--- src/rtl/core/kvs_pkg.sv ---
// Shared types and codes for the keyframe vector sampler.
package kvs_pkg;

	localparam int unsigned WORD_W = 32;
	localparam int unsigned FRAC_W = 16;
	// One extra quotient bit so a fraction of exactly one can be seen and saturated.
	localparam int unsigned QUOT_W = FRAC_W + 1;

	localparam logic [1:0] MODE_CLEAR  = 2'd0;
	localparam logic [1:0] MODE_APPEND = 2'd1;
	localparam logic [1:0] MODE_SAMPLE = 2'd2;
	localparam logic [1:0] MODE_NOP    = 2'd3;

	localparam logic [1:0] STATUS_OK    = 2'd0;
	localparam logic [1:0] STATUS_EMPTY = 2'd1;
	localparam logic [1:0] STATUS_FULL  = 2'd2;

	// x in [0], y in [1], z in [2]
	typedef logic [2:0][WORD_W-1:0] vec_t;

	typedef enum logic [2:0] {
		S_IDLE,
		S_SCAN,
		S_VRD_LO,
		S_VRD_HI,
		S_DIV,
		S_MUL,
		S_ADD,
		S_RESP
	} state_t;

endpackage

--- src/rtl/core/kvs_frac_div.sv ---
// Restoring divider: Q0.16 fraction num/den, one quotient bit per cycle.
module kvs_frac_div (
	input  logic                         clk,
	input  logic                         arst_n,
	input  logic                         start,
	input  logic [kvs_pkg::WORD_W-1:0]   num,
	input  logic [kvs_pkg::WORD_W-1:0]   den,
	output logic                         done,
	output logic [kvs_pkg::FRAC_W-1:0]   frac
);
	import kvs_pkg::*;

	localparam int unsigned CNT_W = $clog2(QUOT_W);

	logic              busy_q;
	logic              done_q;
	logic [CNT_W-1:0]  cnt_q;
	logic [WORD_W:0]   rem_q;
	logic [WORD_W-1:0] den_q;
	logic              zero_q;
	logic [QUOT_W-1:0] quot_q;
	logic              ge;
	logic [WORD_W:0]   diff;

	assign ge   = rem_q >= {1'b0, den_q};
	assign diff = rem_q - {1'b0, den_q};

	always_ff @(posedge clk or negedge arst_n) begin
		if (!arst_n) begin
			busy_q <= 1'b0;
			done_q <= 1'b0;
			cnt_q  <= '0;
		end else begin
			// one-cycle pulse after the last quotient bit
			done_q <= busy_q && !start && (cnt_q == CNT_W'(QUOT_W - 1));
			if (start) begin
				busy_q <= 1'b1;
				cnt_q  <= '0;
			end else if (busy_q) begin
				cnt_q <= cnt_q + CNT_W'(1);
				if (cnt_q == CNT_W'(QUOT_W - 1)) begin
					busy_q <= 1'b0;
				end
			end
		end
	end

	// num <= den by construction, so the remainder stays below twice den at every step
	always_ff @(posedge clk) begin
		if (start) begin
			rem_q  <= {1'b0, num};
			den_q  <= den;
			zero_q <= (den == '0);
			quot_q <= '0;
		end else if (busy_q) begin
			quot_q <= {quot_q[QUOT_W-2:0], ge};
			rem_q  <= ge ? {diff[WORD_W-1:0], 1'b0} : {rem_q[WORD_W-1:0], 1'b0};
		end
	end

	assign done = done_q;
	assign frac = zero_q             ? '0 :
	              quot_q[QUOT_W-1]   ? '1 : quot_q[FRAC_W-1:0];
endmodule

--- config.mk ---
export PLATFORM = sky130hd
export DESIGN_NAME = kvs_frac_div
export DESIGN_NICKNAME = d
export VERILOG_FILES = /design/src/rtl/core/kvs_pkg.sv /design/src/rtl/core/kvs_frac_div.sv
export SDC_FILE = /design/constraint.sdc
export NUM_CORES = 1
export LEC_CHECK = 0
export ABC_AREA = 0
export BUFFER_PORTS_ARGS = -buffer_cell sky130_fd_sc_hd__buf_2
export CAP_MARGIN = 10
export CORE_MARGIN = 2
export CORE_UTILIZATION = 45
export DETAILED_ROUTE_END_ITERATION = 8
export GPL_ROUTABILITY_DRIVEN = 0
export HOLD_SLACK_MARGIN = 0.03
export PLACE_DENSITY = 0.7
export SETUP_SLACK_MARGIN = 0.1
export SYNTH_ARGS = -nofsm -noshare
export SYNTH_HDL_FRONTEND = slang
export SYNTH_SLANG_ARGS = --single-unit
--- constraint.sdc ---
create_clock -name clk -period 3.5 [get_ports clk]
set_input_delay 0.7 -clock clk [delete_from_list [all_inputs] [get_ports clk]]
set_output_delay 0.7 -clock clk [all_outputs]
set_load 0.01 [all_outputs]
==> summary.txt, run 1 <==
capture instance of the worst register-to-register path - rem_q[11]$_DFFE_PP_
most common cell after layout, fill and taps aside - buf_2
TritonCTS clock tree - done
Final WS setup - 0.294 ns
DP Area - 6190 um2
Yosys top cell area share - 34.9%
clock sink count - 90
I/O Pins - 84
Tmin final - 3.21 ns
antenna diode count - 0
Final Setup Violations - 0
core area - 12100 um2
worst slew pin tran - 0.707 ns
critical path class - reg2reg
vias per std cell - 5.35
Crit path arrival time - 3.31 ns
# fillers - 1090
Hold Fails Final Rpt - 0
total track usage - 18.9%
Clk Latency, worst-skew pair - 0.35 ns
Die X - 116 um
CP endpoint kind - register
P&R area growth vs syn - 16.5%
unique cell type count in the Yosys netlist - 52
Sum Neg Setup Slack - 0 ns
post-route cell area - 6520 um2
initial antenna violation count - 0
Mapped Area - 5600 um2
Reg area - 2490 um2
Starting DRT DRC Count - 204
Max H-tree Level - 3
Setup WS pre-CTS - 0.241 ns
EDFF count, synth - 65
mux contribution to synthesized area - 12.2%
I/O Buffers - 83
Synth Flop Type - edfxtp_1
Net Count, Synth - 649
power per cell area - 803 nW/um2
P_leak - 2.96 nW
number of global-route vias before repair - 4155
Multi-input gate area - 2880 um2
drt pass-1 iters - 5
Initial Util - 46.4%
RSZ-0062 raised after global routing - no
first-pass GRT wire length - 19500 um
largest cells by area after synthesis - edfxtp_1 35%, mux2_2 8.0%, ha_1 7.6%
most frequent cells in the layout - 82 x buf_2, 71 x nor2_1, 65 x edfxtp_1
total clock buffers created by CTS - 9
Synth Area in Simple Gates - 13.5%
final WL - 12000 um
Slew HR - 52.8%
die height - 116 um
Synth Area in Compound Gates - 12.6%
routed via count - 4269
XOR/XNOR Fraction of Synth Area - 4.69%
share of layout cells above drive strength 1 - 25.2%
HPWL reported at the end of detailed placement - 8940 um
grt ovf - 0
largest area contributor in the netlist - edfxtp_1
warnings from Yosys - 0
Root Buffer - clkbuf_16
Die Area - 13400 um2
FFs w/ async S/R, synth - 7.78%
drt drc - 0
period utilization - 91.6%
DR WL/cell - 15.1 um
status - completed
nets - 727
VDD IR max - 296 uV
Adder-Cell Fraction of Synth Area - 7.96%
CP max FO - 13
Layout Skew - 0.00597 ns
Syn Inst Count - 547
post-synthesis sequential area ratio - 44.4%
flops & latches, synth - 90
Antenna Nets Post-Route - 0
largest family of logic cells by synthesized area - simple AND/OR/NAND/NOR gates
Startpoint Class - register
largest net degree at the start of global routing - 55
RR Startpoint - rem_q[4]$_DFFE_PP_
r2r worst-path depth - 11
Max Cap Viol - 0
worst-case clock buffer depth - 2
clk slew on worst S/H paths - 0.07 ns
final slew viol count - 0
FF-to-FF setup slack - 0.29 ns
fmax - 312 MHz
syn avg cell area - 10.2 um2
Data required, critical path - 3.60 ns
row count - 40
Hold Crit Class - in2async
[cell usage after synthesis, drive strengths merged (9+ instances only)]
cell and number:
a21o 18, a21oi 33, clkbuf 17, dfxtp 18
edfxtp 65, ha 34, inv 42, mux2 41
mux2i 22, nand2 25, nand4 10, nor2 72
nor4 9, o21ai 16, xnor2 18, xor2 12
[final cells by class]
cell class,count,share of cell area [%]
clock inverters,5,0.595
well taps,168,3.22
multi-input cells,392,44.1
clock buffers,11,3.91
repair buffers,90,7.59
flip-flops and latches,90,38.1
inverters,42,2.42
[through the flow]
stage                     hold WS (ns)  instances  util [%]  power (mW)
after detailed placement         0.512        781      51.3        4.22
after floorplan                  0.404        547         -        3.68
final                            0.165        798      54.1        5.24
after global placement           0.480        781      51.3        4.16
after CTS                        0.154        797      53.8        5.21
after global routing             0.163        798      54.1        5.62
[routing by layer]
layer	global-route usage (%)	share of wire [%]
met5	0	0
met4	8.51	2.6
met3	4.86	5.6
met2	30.0	47
met1	24.2	45
[worst max-delay path by stage]
stage | from | end | slack, ns | depth (start not counted)
after CTS | rem_q[0]$_SDFFCE_PN0P_ | rem_q[23]$_DFFE_PP_ | 0.21 | 13
after global routing | rem_q[0]$_SDFFCE_PN0P_ | rem_q[23]$_DFFE_PP_ | 0.1 | 13
after global placement | rem_q[0]$_SDFFCE_PN0P_ | rem_q[25]$_DFFE_PP_ | 0.29 | 13
final | rem_q[4]$_DFFE_PP_ | rem_q[11]$_DFFE_PP_ | 0.29 | 11
after floorplan | rem_q[0]$_SDFFCE_PN0P_ | rem_q[23]$_DFFE_PP_ | 0.50 | 13
after detailed placement | rem_q[0]$_SDFFCE_PN0P_ | rem_q[23]$_DFFE_PP_ | 0.24 | 13
[what timing repair did]
action | in CTS | in global routing
resized for setup | 0 | 6
buffers inserted | 0 | 1
hold buffers | 0 | 0
setup endpoints to repair | 0 | 16
[cell families (layout without fill, tap and decap cells)]
kind of cell | Yosys count | in the layout
simple gates | 159 | 159
compound gates | 105 | 105
flops | 90 | 90
buf+inv | 65 | 148
mux | 63 | 63
fa+ha+maj | 35 | 35
xor+xnor | 30 | 30
[critical path: stages (launching register included)]
cell      delay, ns
edfxtp_1       0.40
ha_1           0.37
a21o_1         0.24
a211o_1        0.32
o211ai_2       0.19
a31oi_1        0.15
nor3_2         0.24
nor2_2         0.08
a21o_1         0.20
buf_4          0.21
mux2_2         0.29
mux2_2         0.26
[registers in the layout, indices dropped and copies added (netlist names)]
register / cells
busy_q: 1
cnt_q: 5
den_q: 32
done: 1
quot_q: 17
rem_q: 33
zero_q: 1
[power breakdown]
group	switching, mW	internal (mW)	leakage [nW]
clock	0.425	0.536	0.150
sequential	0.141	1.45	0.900
combinational	1.35	1.34	1.91
(Power assumes the default switching activity.)
==> run 2: changes to the inputs <==
--- a/config.mk
+++ b/config.mk
@@ -9,11 +9,11 @@
 export BUFFER_PORTS_ARGS = -buffer_cell sky130_fd_sc_hd__buf_2
 export CAP_MARGIN = 10
 export CORE_MARGIN = 2
-export CORE_UTILIZATION = 45
+export CORE_UTILIZATION = 49
 export DETAILED_ROUTE_END_ITERATION = 8
 export GPL_ROUTABILITY_DRIVEN = 0
 export HOLD_SLACK_MARGIN = 0.03
-export PLACE_DENSITY = 0.7
+export PLACE_DENSITY = 0.75
 export SETUP_SLACK_MARGIN = 0.1
 export SYNTH_ARGS = -nofsm -noshare
 export SYNTH_HDL_FRONTEND = slang
==> summary.txt, run 2 (synthesized netlist as in run 1, its figures left out) <==
status - completed
clock sink count - 90 (unchanged)
Startpoint Class - register
critical-path cell list - inv_1 > ha_1 > inv_1 > fa_1 > a21o_1 > a221oi_4 > o221ai_1 > nand3_1 > nor3_1 > or3b_1 > a21oi_1 > xnor2_1 > a221o_1
Max Cap Viol - 0 (unchanged)
Regs by FF count - rem_q x33, den_q x32, quot_q x17
# fillers - 954 (-12%)
die height - 111 um (-4.0%)
VDD IR max - 354 uV (+20%)
antenna diode count - 0 (unchanged)
P_leak - 2.96 nW (about the same)
Max H-tree Level - 3 (unchanged)
grt ovf - 0 (unchanged)
initial antenna violation count - 0 (unchanged)
combinational power share - 50.7% (-0.6 points)
Clock Power Share - 18.7% (+0.4 points)
DR WL/cell - 15.7 um (+3.8%)
largest net degree at the start of global routing - 43 (-22%)
Antenna Nets Post-Route - 0 (unchanged)
total clock buffers created by CTS - 9 (unchanged)
Clk Latency, worst-skew pair - 0.35 ns (about the same)
Non-Filler Instances - 773 (-3.1%)
number of global-route vias before repair - 4229 (+1.8%)
row count - 39 (-2.5%)
CP endpoint kind - register
fmax - 309 MHz (-0.87%)
Sum Neg Setup Slack - 0 ns (unchanged)
Die X - 111 um (-4.0%)
final slew viol count - 0 (unchanged)
most common cell after layout, fill and taps aside - buf_2
drt drc - 0 (unchanged)
dpl cells - 757 (-3.1%)
Final Setup Violations - 0 (unchanged)
share of layout cells above drive strength 1 - 24.3% (-0.95 points)
Initial Util - 49.7% (+3.3 points)
CP most frequent cell - inv_1
worst slew pin tran - 0.739 ns (+0.0314 ns)
total track usage - 20.3% (+1.5 points)
period utilization - 92.4% (+0.80 points)
Most flops, register - rem_q
Die Area - 12300 um2 (-7.9%)
post-route cell area - 6480 um2 (-0.61%)
final WL - 12100 um (+0.56%)
RSZ-0062 raised after global routing - yes
Data required, critical path - 3.60 ns (about the same)
worst-case clock buffer depth - 2 (unchanged)
P_int - 3.34 mW (+0.50%)
Root Buffer - clkbuf_16
clk slew on worst S/H paths - 0.06 ns (about the same)
switching component of the power - 1.88 mW (-1.8%)
drt pass-1 iters - 4 (-1)
Crit path arrival time - 3.33 ns (+0.02 ns)
critical path's slowest cell - fa_1
CP top delay family - compound AO/OA/AOI/OAI gates
setup bufs post-CTS - 0 (unchanged)
I/O Buffers - 83 (unchanged)
Tmin final - 3.23 ns (+0.0280 ns)
I/O Pins - 84 (unchanged)
most frequent cells in the layout - 82 x buf_2, 72 x nor2_1, 65 x edfxtp_1
Slew HR - 50.7% (-2.1 points)
Bufs and invs on worst path - 2 (+1)
nets - 727 (unchanged)
Starting DRT DRC Count - 173 (-15%)
# hold bufs at CTS - 0 (unchanged)
Overall Power - 5.22 mW (-0.35%)
Hold Fails Final Rpt - 0 (unchanged)
TritonCTS clock tree - done
Hold Crit Class - in2async
routed via count - 4246 (-0.54%)
Core Util, Final - 57.5% (+3.4 points)
FF-to-FF setup slack - 0.27 ns (-0.03 ns)
register share of total power - 30.6% (+0.2 points)
DP Area - 6160 um2 (-0.59%)
max reg flops - 33 (unchanged)
CP max FO - 4 (-9)
first-pass GRT wire length - 20000 um (+2.6%)
core area - 11300 um2 (-6.5%)
slowest stage delay, CP - 0.40 ns (about the same)
critical path class - reg2reg
Layout Skew - 0.00641 ns (+0.000440 ns)
power per cell area - 805 nW/um2 (+0.27%)
HPWL reported at the end of detailed placement - 8990 um (+0.48%)
P&R area growth vs syn - 15.8%
switching share of power - 36.0% (-0.54 points)
vias per std cell - 5.49 (+2.7%)
-- run 2: layer usage --
metal	wire [um]	vias to the layer above	GRT usage, %
met5	0	-	0
met4	236	0	7.75
met3	771	17	5.41
met2	5730	102	33.2
met1	5360	1993	26.0
li1	-	2134	-
-- run 2: cell type report --
cell class	instances	area [um2]	area share [%]
inverters	42	158	2.43
repair buffers	90	483	7.45
clock buffers	15	300	4.63
clock inverters	1	5.00	0.0772
multi-input cells	392	2870	44.3
well taps	143	179	2.76
flip-flops and latches	90	2490	38.4
-- run 2: final timing paths --
path	startpoint	to	cells after the start
setup / recovery	rem_q[0]$_SDFFCE_PN0P_	rem_q[23]$_DFFE_PP_	13
hold / removal	arst_n	cnt_q[1]$_DFFE_PN0P_	1
setup reg to reg	rem_q[0]$_SDFFCE_PN0P_	rem_q[23]$_DFFE_PP_	13
hold reg to reg	quot_q[0]$_SDFFE_PP0P_	quot_q[0]$_SDFFE_PP0P_	2
max in group asynchronous	arst_n	cnt_q[3]$_DFFE_PN0P_	1
min in group clk	quot_q[0]$_SDFFE_PP0P_	quot_q[0]$_SDFFE_PP0P_	2
-- run 2: repair_timing --
| action | 4_1_cts | 5_1_grt |
|---|---|---|
| hold endpoints to repair | 0 | 0 |
| gates resized for setup | 0 | 3 |
| endpoints found under the setup margin | 0 | 22 |
-- run 2: through the flow --
step           setup WS, ns  hold slack, ns
2_1_floorplan         0.495           0.404
3_3_place_gp          0.309           0.487
3_5_place_dp          0.227           0.503
4_1_cts               0.234           0.166
5_1_grt              0.0664           0.177
6_report              0.266           0.178
-- run 2: power by group through the flow --
stage	Combinational (mW)	Sequential (mW)	Clock (mW)
6_report	2.65	1.60	0.977
3_5_place_dp	2.58	1.61	0
4_1_cts	2.61	1.59	1.00
5_1_grt	2.94	1.62	1.04
2_1_floorplan	2.12	1.56	0
3_3_place_gp	2.52	1.60	0
